===== config.mk =====
export PLATFORM = sky130hd
export DESIGN_NAME = gas_front
export DESIGN_NICKNAME = d
export VERILOG_FILES = /design/src/rtl/core/gas_pkg.sv /design/src/rtl/core/gas_front.sv
export SDC_FILE = /design/constraint.sdc
export NUM_CORES = 1
export LEC_CHECK = 0
export BUFFER_PORTS_ARGS = -buffer_cell sky130_fd_sc_hd__buf_2
export CORE_AREA = 4 4 41 43
export DETAILED_ROUTE_END_ITERATION = 6
export DIE_AREA = 0 0 45 47
export GPL_TIMING_DRIVEN = 1
export PLACE_DENSITY = 0.86
export SETUP_SLACK_MARGIN = 0.4
export SLEW_MARGIN = 20
export SYNTH_ARGS = -nofsm -noshare
export SYNTH_HDL_FRONTEND = slang
export SYNTH_SLANG_ARGS = --single-unit

===== constraint.sdc =====
create_clock -name vclk -period 2.85
set_input_delay 0.285 -clock vclk [all_inputs]
set_output_delay 0.285 -clock vclk [all_outputs]
set_load 0.05 [all_outputs]

===== src/rtl/core/gas_pkg.sv =====
`timescale 1ns / 1ps
package gas_pkg;

  localparam int NODES_DEF      = 1024;
  localparam int MAX_DEGREE_DEF = 16;
  localparam int QDEPTH         = 2;

  localparam int NODE_W = 11;
  localparam int ROW_W  = 10;

  localparam logic [1:0] KIND_ADD   = 2'd0;
  localparam logic [1:0] KIND_QUERY = 2'd1;
  localparam logic [1:0] KIND_SWAP  = 2'd2;
  localparam logic [1:0] KIND_ROW   = 2'd3;

  localparam logic [1:0] STATUS_OK    = 2'd0;
  localparam logic [1:0] STATUS_RANGE = 2'd1;
  localparam logic [1:0] STATUS_FULL  = 2'd2;

  typedef enum logic [2:0] {
    OP_ADD,
    OP_QUERY,
    OP_SWAP,
    OP_ROW,
    OP_BAD
  } op_t;

  // classified command, front to back
  typedef struct packed {
    op_t               op;
    logic [NODE_W-1:0] na;
    logic [NODE_W-1:0] nb;
    logic [ROW_W-1:0]  ri;
    logic              na_ok;
  } cmd_t;

  typedef enum logic [2:0] {
    ST_CLEAR,
    ST_IDLE,
    ST_EXEC,
    ST_ADD2,
    ST_SW2,
    ST_SCAN
  } state_t;

endpackage


===== src/rtl/core/gas_front.sv =====
`timescale 1ns / 1ps
module gas_front #(
  parameter int NODES = gas_pkg::NODES_DEF
) (
  input  logic [1:0]                 kind,
  input  logic [gas_pkg::NODE_W-1:0] node_a,
  input  logic [gas_pkg::NODE_W-1:0] node_b,
  input  logic [gas_pkg::ROW_W-1:0]  row_index,
  output gas_pkg::cmd_t              cmd
);

  logic na_ok, nb_ok, ri_ok;

  assign na_ok = (node_a != '0) && (32'(node_a) <= NODES);
  assign nb_ok = (node_b != '0) && (32'(node_b) <= NODES);
  assign ri_ok = 32'(row_index) < NODES;

  always_comb begin
    cmd.na    = node_a;
    cmd.nb    = node_b;
    cmd.ri    = row_index;
    cmd.na_ok = na_ok;
    case (kind)
      gas_pkg::KIND_ROW:   cmd.op = ri_ok ? gas_pkg::OP_ROW : gas_pkg::OP_BAD;
      gas_pkg::KIND_ADD:   cmd.op = (na_ok && nb_ok) ? gas_pkg::OP_ADD : gas_pkg::OP_BAD;
      gas_pkg::KIND_QUERY: cmd.op = (na_ok && nb_ok) ? gas_pkg::OP_QUERY : gas_pkg::OP_BAD;
      gas_pkg::KIND_SWAP:  cmd.op = (na_ok && nb_ok) ? gas_pkg::OP_SWAP : gas_pkg::OP_BAD;
      default:             cmd.op = gas_pkg::OP_BAD;
    endcase
  end

endmodule


---- Word-level counts from Yosys, hierarchy flattened ----
Index checks and enable logic that the tools add are counted.
word-level totals
  register bits after elaboration ......... 0
  latch bits .............................. 0
  memory bits (writable) .................. 0
  bits in read-only memories .............. 0
  bits of input ports ..................... 34
  output and inout bits ................... 36
  logic and storage cells ................. 15
  memories kept ........................... 0
cells by class
  add/subtract/negate cells ............... 0
  $mul .................................... 0
  divide/modulo/power cells ............... 0
  $lt $le $gt $ge ......................... 2
  equality and inequality tests ........... 3
  shifts and indexed selects .............. 0
  multiplexer cells ....................... 4
  bitwise gates (word level) .............. 0
  reduce and logical (&&, ||, !) cells .... 6
operators with widths
  kind                                                    number
  less-or-equal comparator 11 bit, second input constant  2
  nonzero test 11 bit                                     2
  case mux 3 bit (4 select lines)                         1
  two-way mux 3 bit                                       3
  == test 2 bit, second input constant                    2
  logical AND 1 bit                                       3
  == test 2 x 1 -> 1 bit, second input constant           1
  logical NOT 2 bit                                       1

---- Longest topological paths before layout ----
  depth in word-level cells ............... 5
  mapped depth ............................ 4
  gate-level depth less buffers ........... 4

---- Worst setup path after synthesis ----
No wires, ideal clock.
  path type ............................... input-to-output
  start ................................... input port node_b[1] (netlist bit)
  end ..................................... output port cmd[35] (netlist bit)
  arrival ................................. 1.665 ns
  required time ........................... 2.565 ns
  setup slack ............................. 0.900 ns
  stages on the path ...................... 4
  buffers on the path ..................... 0
  cells stage by stage .................... nor4_1 -> nand4_1 -> nor4b_2 -> a21oi_1
RTL lines
  element          RTL line        RTL
  start, declared  gas_front.sv:7  input logic [gas_pkg::NODE_W-1:0] node_b,
  end, declared    gas_front.sv:9  output gas_pkg::cmd_t cmd

==> flow_metrics.py <==
metrics = {
    "synth": {
        "ys_warn_count": 0,
        "netlist-cell-type-count": 11,
        "synthCells": 50,
        "yosysSeqAreaShare_pct": 0,
        "syn_nets": 84,
        "avgSynthCellArea_sq_um": 7.36,
        "syn_area_sq_um": 368,
    },
    "routing": {
        "detail_route.vias_per_cell": 4.39,
        "ant_nets": 0,
        "routed_wire_length_per_instance_um": 10.8,
        "detail_route.iter0.violations": 1,
        "drt-pass1-iter-count": 2,
        "detail_route.wirelength_um": 888,
        "drc": 0,
        "routed-via-count": 360,
    },
    "layout": {
        "final_cell_area_sq_um": 389,
        "proportion_of_layout_cells_with_a_drive_suffix_above_1_pct": 80.6,
        "final_nets": 103,
        "finish.utilization_pct": 29.9,
        "layout.filler_cells": 163,
        "register_area_sq_um": 0,
        "layout.sequential_cells": 0,
        "flow.area_growth_from_synthesis_pct": 5.78,
        "antenna_cells_inserted": 0,
        "final_cell_count_no_fill": 82,
        "layout.clock_buffers": 0,
    },
    "worst_setup_path": {
        "worstSetupPathType": "in -> out",
        "worstSetupStartpointType": "input pin",
        "cp_data_required_time_ns": 2.57,
        "dominant_delay_contributor_by_cell_family_on_the_critical_path": "simple AND/OR/NAND/NOR gates",
        "worst-path-stages": 6,
        "cell_chain_critical_path": "buf_2 > nor4_2 > a31oi_1 > nor4b_2 > o21a_1 > buf_2",
        "setup.worst_path.end_class": "primary output",
        "critPathBufInv": 2,
        "cp_max_fo": 3,
        "cell_occurring_most_often_along_the_worst_timing_path": "buf_2",
        "cp.arrival_ns": 1.70,
        "timing.critical_path.slowest_cell_delay_ns": 0.41,
        "critical-path-slowest-cell": "nor4b_2",
    },
    "clock_tree": {
        "cts.repair.resized": 0,
        "cts_setup_buffers": 0,
        "holdBufCountCts": 0,
    },
    "floorplanning": {
        "core.rowCount": 13,
        "die_outline_height_um": 47,
        "io_pins": 70,
        "die-area_sq_um": 2120,
        "floorplan.initialDensity_pct": 28.3,
        "coreArea_sq_um": 1300,
        "die-width_um": 45,
    },
    "sta": {
        "fin_tns_setup_ns": 0,
        "timing.fmax_mhz": 505,
        "rsz0062_at_grt": "no",
        "slew_headroom_pct": 76.5,
        "finalCritPeriodShare_pct": 69.5,
        "final-setup-viol-count": 0,
        "hold_violations": 0,
        "finalMaxSlewViolations": 0,
        "clock_period_minus_worst_slack_ns": 1.98,
        "worst_slew_pin_slew_ns": 0.349,
    },
    "job": {
        "cap_violations": 0,
    },
    "placed_design": {
        "dpl_cell_area_sq_um": 389,
        "gpl.final_weighted_congestion": 0.626,
        "placed_cells": 82,
        "port_buffers": 50,
        "hpwl_um": 864,
    },
    "global_route": {
        "grt_pass1_wl_mm": 1.35,
        "pin_count_of_the_biggest_net_entering_global_routing": 4,
        "first_global_vias": 354,
        "grt-ovfl-total": 0,
        "grtUsageTotal_pct": 7.87,
        "grt_antenna_before_repair": 0,
    },
    "power": {
        "power.combinational.fraction_pct": 100.0,
        "power_density_nw_per_um2": 312,
        "seqPwrFrac_pct": 0,
        "power.switching_mw": 0.0920,
        "static-leakage-power_nw": 0.234,
        "p_int_mw": 0.0293,
        "swShare_pct": 75.8,
        "power.ir.vdd_worst_mv": 0.0857,
        "clock_power_share_pct": 0,
    },
    "hold_path": {
        "hold_path_start": "row_index[2]",
        "holdPathStages": 0,
        "path_class_of_the_lowest_slack_min_delay_path": "in -> out",
        "whs_endpoint": "cmd[3]",
    },
    "run_status": {
        "result_of_the_run": "finished, final reports clean",
    },
}
[cell usage after synthesis]
cell type  instances  share of area (%)
nand4_1            1                1.7
nor4b_2            1                4.1
buf_4             33                 67
nor4_2             2                6.8
and4_2             1                2.7
o21a_1             2                4.1
inv_1              2                2.0
a21oi_1            1                1.4
a31oi_1            2                3.4
nor4_1             2                3.4
nor2_1             3                3.1
[cells in the final DEF (no fill, tap or decap)]
cell type	instances
inv_1	2
a31oi_1	2
and4_2	1
nor4_2	2
a21oi_1	1
o21a_1	2
nand4_1	1
buf_2	50
nor2_1	3
nor4b_2	1
nor4_1	2
[worst max-delay path by stage]
stage	start	to	slack [ns]
after floorplan	node_b[1]	cmd[35]	0.90
after global placement	node_b[1]	cmd[34]	0.89
after detailed placement	node_a[7]	cmd[33]	0.82
after CTS	node_a[7]	cmd[33]	0.83
after global routing	node_b[7]	cmd[34]	0.67
final	node_a[7]	cmd[33]	0.87
[through the flow]
stage | hold WS (ns) | total power, mW | worst slack, ns
after detailed placement | 0.570 | 0.122 | 0.821
after global routing | 0.570 | 0.128 | 0.671
final | 0.570 | 0.121 | 0.870
after global placement | 0.570 | 0.121 | 0.889
after CTS | 0.570 | 0.123 | 0.826
after floorplan | 0.737 | 0.144 | 0.900
[layout make-up]
type,instances,area (sq um),area share [%]
repair buffers,50,250,64.3
well taps,15,18.8,4.82
multi-input cells,15,113,28.9
inverters,2,7.51,1.93
[per-layer routing]
layer  global-route usage [%]  part of all wire (%)
met2                     17.2                    50
met5                        0                     0
met3                    0.766                    21
met4                     1.17                  0.23
met1                     7.87                    29
[cell families after synthesis]
family,share of synthesized area (%)
compound gates,8.84
buf+inv,69.4
simple gates,21.8
[power groups by stage]
stage | Combinational [mW] | Sequential [mW] | Clock (mW)
final | 0.121 | 0 | 0
after detailed placement | 0.122 | 0 | 0
after global placement | 0.121 | 0 | 0
after floorplan | 0.144 | 0 | 0
after global routing | 0.128 | 0 | 0
after CTS | 0.122 | 0 | 0
(Power assumes the default switching activity.)
