==> src/rtl/core/gas_pkg.sv <==
`timescale 1ns / 1ps
package gas_pkg;

  localparam int NODES_DEF      = 1024;
  localparam int MAX_DEGREE_DEF = 16;
  localparam int QDEPTH         = 2;

  localparam int NODE_W = 11;
  localparam int ROW_W  = 10;

  localparam logic [1:0] KIND_ADD   = 2'd0;
  localparam logic [1:0] KIND_QUERY = 2'd1;
  localparam logic [1:0] KIND_SWAP  = 2'd2;
  localparam logic [1:0] KIND_ROW   = 2'd3;

  localparam logic [1:0] STATUS_OK    = 2'd0;
  localparam logic [1:0] STATUS_RANGE = 2'd1;
  localparam logic [1:0] STATUS_FULL  = 2'd2;

  typedef enum logic [2:0] {
    OP_ADD,
    OP_QUERY,
    OP_SWAP,
    OP_ROW,
    OP_BAD
  } op_t;

  // classified command, front to back
  typedef struct packed {
    op_t               op;
    logic [NODE_W-1:0] na;
    logic [NODE_W-1:0] nb;
    logic [ROW_W-1:0]  ri;
    logic              na_ok;
  } cmd_t;

  typedef enum logic [2:0] {
    ST_CLEAR,
    ST_IDLE,
    ST_EXEC,
    ST_ADD2,
    ST_SW2,
    ST_SCAN
  } state_t;

endpackage

==> src/rtl/core/gas_queue.sv <==
`timescale 1ns / 1ps
module gas_queue (
  input  logic          clk,
  input  logic          rst_n,
  input  logic          push,
  input  gas_pkg::cmd_t push_data,
  input  logic          pop,
  output gas_pkg::cmd_t head,
  output logic          empty,
  output logic          full
);

  localparam int PW = (gas_pkg::QDEPTH > 1) ? $clog2(gas_pkg::QDEPTH) : 1;
  localparam int CW = $clog2(gas_pkg::QDEPTH + 1);

  gas_pkg::cmd_t  slot_r [gas_pkg::QDEPTH];
  logic [PW-1:0]  wr_ptr_r, rd_ptr_r;
  logic [CW-1:0]  count_r;

  assign empty = (count_r == '0);
  assign full  = (32'(count_r) == gas_pkg::QDEPTH);
  assign head  = slot_r[rd_ptr_r];

  always_ff @(posedge clk) begin
    if (push) slot_r[wr_ptr_r] <= push_data;
  end

  always_ff @(posedge clk) begin
    if (!rst_n) begin
      wr_ptr_r <= '0;
      rd_ptr_r <= '0;
      count_r  <= '0;
    end else begin
      if (push)
        wr_ptr_r <= (32'(wr_ptr_r) == gas_pkg::QDEPTH - 1) ? '0 : wr_ptr_r + 1'b1;
      if (pop)
        rd_ptr_r <= (32'(rd_ptr_r) == gas_pkg::QDEPTH - 1) ? '0 : rd_ptr_r + 1'b1;
      if (push && !pop) count_r <= count_r + 1'b1;
      else if (pop && !push) count_r <= count_r - 1'b1;
    end
  end

endmodule

==> config.mk <==
export PLATFORM = sky130hd
export DESIGN_NAME = gas_queue
export DESIGN_NICKNAME = d
export VERILOG_FILES = /design/src/rtl/core/gas_pkg.sv /design/src/rtl/core/gas_queue.sv
export SDC_FILE = /design/constraint.sdc
export NUM_CORES = 1
export LEC_CHECK = 0
export ABC_CLOCK_PERIOD_IN_PS = 5940
export BUFFER_PORTS_ARGS = -buffer_cell sky130_fd_sc_hd__buf_4
export CAP_MARGIN = 20
export CORE_ASPECT_RATIO = 0.75
export CORE_MARGIN = 2
export CORE_UTILIZATION = 30
export CTS_CLUSTER_SIZE = 16
export DETAILED_ROUTE_END_ITERATION = 12
export HOLD_SLACK_MARGIN = 0.02
export SYNTH_ARGS = -nofsm -noshare
export SYNTH_HDL_FRONTEND = slang
export SYNTH_SLANG_ARGS = --single-unit
==> constraint.sdc <==
create_clock -name clk -period 5.94 [get_ports clk]
set_input_delay 0.297 -clock clk [delete_from_list [all_inputs] [get_ports clk]]
set_output_delay 0.297 -clock clk [all_outputs]
set_load 0.005 [all_outputs]
# After elaboration in Yosys (flattened, before gate mapping)
# Memories as Yosys holds them, arrays and structs flattened. A register that Yosys moved wholly into a read port is not among the register bits.
# Cells that the tools add are included.
# totals
ramBits,72
wordCells,23
register_bits,4
n_memories,1
out_inout_bits,38
# mem_list
memory,words,width,read_ports,rd_clocked_by_memory_dff,wr,line,source
slot_r,2,36,1,1,1,gas_queue.sv:16,gas_pkg::cmd_t slot_r [gas_pkg::QDEPTH];
# classes
reduce_logical,6
n_mux,8
n_eq_ne,1
addsub,4
# ops
cell,count
1-bit two-way mux,6
2-bit two-way mux,2
1-bit adder (second input constant),2
2-bit by 1-bit adder with 2-bit output (second input constant),1
2-bit equality test (second input constant),1
1-bit logical AND,2
1-bit zero test,2
2-bit zero test,1
2-bit nonzero test,1
2-bit by 1-bit subtractor with 2-bit output (second input constant),1

# Longest topological paths before layout
# logic_depth
word_depth,4
mapped_depth,5

# Worst setup path before layout
# No wires, ideal clock.
# synth_timing
path_kind,reg2reg
from,register wr_ptr_r
to,memory slot_r[0][0] (netlist name) (enable)
setup_slack_ns,3.554
stages_incl_launch_ff,2
t_required_ns,5.505
period_less_slack_ns,2.386
arrival_ns,1.951
n_path_buf,0
cell_sequence,dfxtp_1 > nor2b_1
# synth_rtl
item,line,source
start: declaration,gas_queue.sv:17,"logic [PW-1:0] wr_ptr_r, rd_ptr_r;"
start signal: assignment,gas_queue.sv:35,wr_ptr_r <= (32'(wr_ptr_r) == gas_pkg::QDEPTH - 1) ? '0 : wr_ptr_r + 1'b1;
end: declaration,gas_queue.sv:16,
# Straight into the memory's write port.

==> results.md <==
- Once the floorplan was initialized, standard cells occupied 31.10% of the core.
- The tightest min-delay check is of the input pin to flop type.
- The insertion delay of the later-clocked pin in the worst-skew pair is 0.33 ns.
- Summed over all instances, the cell type with the most area after synthesis is sky130_fd_sc_hd__edfxtp_1.
- The number of buffers on the longest clock path is 2.
- The clock network burns a little over two fifths of the power.
- In this run the remaining antenna-violating nets after routing total 0.
- The clock transition time at the flip-flop clock pins of the worst setup and hold paths is ~0.050 ns.
- The maximum operating frequency is 0.4682 GHz.
- The number of setup buffers added after CTS is 0.
- The internal portion of total power is 1.072 mW.
- The share of the synthesized area in the top cell type is 76.53%.
- The count of pins over their slew limit is 0.
- The clock period minus final worst setup slack is 2.136 ns.
- The total area inside the core boundary comes to ~9000 sq um.
- Summed over all cells, the static leakage comes to 1.449 nW.
- In this run the core area contains 30 standard-cell rows.
- In the final timing run, aggregate negative setup slack is 0 ns.
- Setup repair after global routing left no endpoint under its margin.
- The largest net degree at the start of global routing is 38.
- Max-cap violations in this run came to 0.
- IR analysis of the VDD net gives a maximum drop of 0.0002111 V.
- In this run the cell area of the synthesized design comes to 2825 sq um.
- The logic gate share of total power is 9.6%.
- The hold violation total from the final report is 0.
- The net total in the final layout is 260.
- The worst slew slack as a fraction of its limit is 38.16%.
- The all-layer global routing usage is 9.751%.
- In this run the worst path has a maximum fanout of 36.
- In this run the power spent charging and discharging nets is 0.2550 mW.
- After detailed routing, the number of remaining DRC violations is 0.
- The number of sinks on the clock net is 77.
- The instance count of the mapped netlist is between 100 and 150.
- Buffers inserted during clock tree synthesis total 9.
- The count of antenna diodes in the layout is 0.
- The fraction of the yosys area taken by sequential cells is between 80% and 90%.
- Detailed routing inserted a total of 1,467 vias.
- The final setup violation count is 0.
- Hold repair after CTS inserted 0 buffers.
- The initial detailed-routing violation count is 48.
- For the worst setup path, the data required time is ~5.6 ns.
- The layout overhead on the synthesized area is 36.94%.
- At the pin with the least slew margin, the transition time is just over 0.9 ns.
- Using the TritonRoute via totals, the vias-per-cell ratio works out to 4.168.
- During placement, the flow inserted port buffers numbering 77.
- The floorplan step set the die height to slightly below 90 um.
- The fraction of power spent switching nets is between 10% and 20%.
- Of the cells placed in the final design, the portion with a size suffix greater than 1 is 58.48%.
- At the end of routability-driven placement, the weighted congestion stood at between 0.6 and 0.7.
- The number of warnings reported in the yosys synthesis log is 0.
- The root cell of the clock tree is sky130_fd_sc_hd__clkbuf_16.
- TritonCTS built the clock tree.
- The run finished with clean final reports.
- Leaving out fill and tap cells, the most frequent cells in the layout are 77 x sky130_fd_sc_hd__buf_4, 72 x sky130_fd_sc_hd__edfxtp_1, 36 x sky130_fd_sc_hd__mux2_2.
- The utilization after layout is between 40% and 50%.
- The total number of H-tree levels is 3.
- From left edge to right edge, the die measures 116.1 um.
- The number of fill cells is 840.
- The average size of a mapped cell is 21.08 sq um.
- In the post-synthesis netlist, the biggest area contributors are sky130_fd_sc_hd__edfxtp_1 77%, sky130_fd_sc_hd__mux2_2 14%, sky130_fd_sc_hd__dfxtp_1 3.5%, sky130_fd_sc_hd__buf_6 1.2%, sky130_fd_sc_hd__and2_1 0.89%.
- The first TritonRoute pass finished after 4 iterations.
- The portion of total power attributed to sequential cells is 48.5%.
- The detailed-route wire length is 4.845 mm.
- The post-route clock skew is 0.004717 ns.
- The number of different library cells used by synthesis comes to 17.
- The number of antenna violations at the first check in global routing is 0.
- For the worst setup path, the data arrival time is 1.84 ns.
- Counting flops and latches in the post-synthesis netlist gives 77.
- The kind of start point of the critical path is a flop.
- In this run, post-CTS repair resized a total of 0 instances.
- The final critical-path share of the clock period is 35.96%.
- Dividing the detail-routed wire length by the instance count gives approximately 14 um.
- The number of global-route vias before repair came to 1,463.
- The detailed-placement wirelength estimate is 2.915 mm.
- The first global-routing pass estimated 7.072 mm of wire.
- The total overflow left after global routing is 0.
- The count of boundary I/O pins is 78.
- The worst setup path is of the flop to primary output kind.
- Dividing total power by cell area gives a power density of 343.0 nW/um^2.
- The total nets after synthesis is ~180.
- The floorplan step defined a die boundary enclosing 10,220 sq um.
- The endpoint type of the worst setup path is a primary output.
- The leading cell type in the layout, fill and taps excluded is sky130_fd_sc_hd__buf_4.
[worst max-delay path, stage by stage (launching register included)]
cell and delay [ns]:
sky130_fd_sc_hd__dfxtp_2 0.94, sky130_fd_sc_hd__mux2_2 0.44, sky130_fd_sc_hd__buf_4 0.14
[flip-flops by register name, summed over array words and instances (netlist names), named ones only]
register  count
rd_ptr_r      1
wr_ptr_r      1
slot_r       72
count_r       2
[synthesized netlist by cell type]
library cell,count
sky130_fd_sc_hd__a21boi_1,1
sky130_fd_sc_hd__buf_2,1
sky130_fd_sc_hd__and2b_2,1
sky130_fd_sc_hd__mux2_2,36
sky130_fd_sc_hd__edfxtp_1,72
sky130_fd_sc_hd__o21ai_0,1
sky130_fd_sc_hd__and2_1,4
sky130_fd_sc_hd__or3_1,1
sky130_fd_sc_hd__o21a_1,1
sky130_fd_sc_hd__nor2b_1,2
sky130_fd_sc_hd__xor2_1,2
sky130_fd_sc_hd__ha_1,1
sky130_fd_sc_hd__inv_1,1
sky130_fd_sc_hd__xnor2_1,1
sky130_fd_sc_hd__buf_6,3
sky130_fd_sc_hd__dfxtp_1,5
sky130_fd_sc_hd__nor2_1,1
[layout make-up]
| class | instances | area, sq um | share of cell area (%) |
|---|---|---|---|
| Tap cell | 128 | 160.2 | 4.140 |
| Inverter | 1 | 3.754 | 0.09702 |
| Multi-Input combinational cell | 52 | 529.3 | 13.68 |
| Sequential cell | 77 | 2263 | 58.51 |
| Clock buffer | 10 | 229.0 | 5.919 |
| Clock inverter | 6 | 77.57 | 2.005 |
| Timing Repair Buffer | 78 | 605.6 | 15.65 |
[routing by layer]
layer | routed length, um | up-vias | share of wire (%) | track usage [%]
met5 | 0 | - | 0 | 0
met1 | 2150 | 715 | 44 | 11.30
li1 | - | 689 | - | -
met2 | 2275 | 54 | 47 | 15.10
met3 | 337 | 9 | 7.0 | 5.121
met4 | 82 | 0 | 1.7 | 4.545
[path summary, 6_finish.rpt]
check                      from       endpoint  slack (ns)  cells after the start
hold / removal    push_data[32]  slot_r[1][32]        0.15                      1
setup / recovery           flop       head[33]        3.80                      2
hold reg to reg      count_r[1]     count_r[1]        0.51                      2
setup reg to reg       wr_ptr_r  slot_r[1][14]        4.39                      1
[stage by stage]
| stage | cells | hold WS (ns) | total power, mW | cell area [sq um] | worst slack (ns) |
|---|---|---|---|---|---|
| final | 352 | 0.1503 | 1.327 | 3869 | 3.804 |
| after global routing | 352 | 0.1310 | 1.386 | 3869 | 3.692 |
| after CTS | 351 | 0.1358 | 1.346 | 3841 | 3.760 |
| after detailed placement | 335 | 0.4848 | 0.7824 | 3535 | 4.113 |
| after global placement | 335 | 0.4823 | 0.7799 | 3535 | 4.109 |
| after floorplan | 134 | 0.3959 | 0.7082 | 2825 | 3.554 |
[cells by family (layout without fill, tap and decap cells)]
group                      count (synthesis)  in the layout  synth area share (%)
muxes                                     36             36                 14.35
AOI/OAI and AO/OA                          3              3                0.7086
xor gates and xnor gates                   3              3                0.9302
buffers and inverters                      5             95                 1.505
adders and majority gates                  1              1                0.4428
and+or+nand+nor                            9              9                 1.993
DFF                                       77             77                 80.07
[power by group through the flow]
stage / sequential, mW / combinational, mW / clock, mW
after CTS: 0.645 / 0.127 / 0.574
after global placement: 0.655 / 0.125 / 0
after floorplan: 0.644 / 0.0646 / 0
final: 0.644 / 0.127 / 0.555
after detailed placement: 0.656 / 0.126 / 0
after global routing: 0.648 / 0.138 / 0.601
Power figures use the tool's default switching activity.
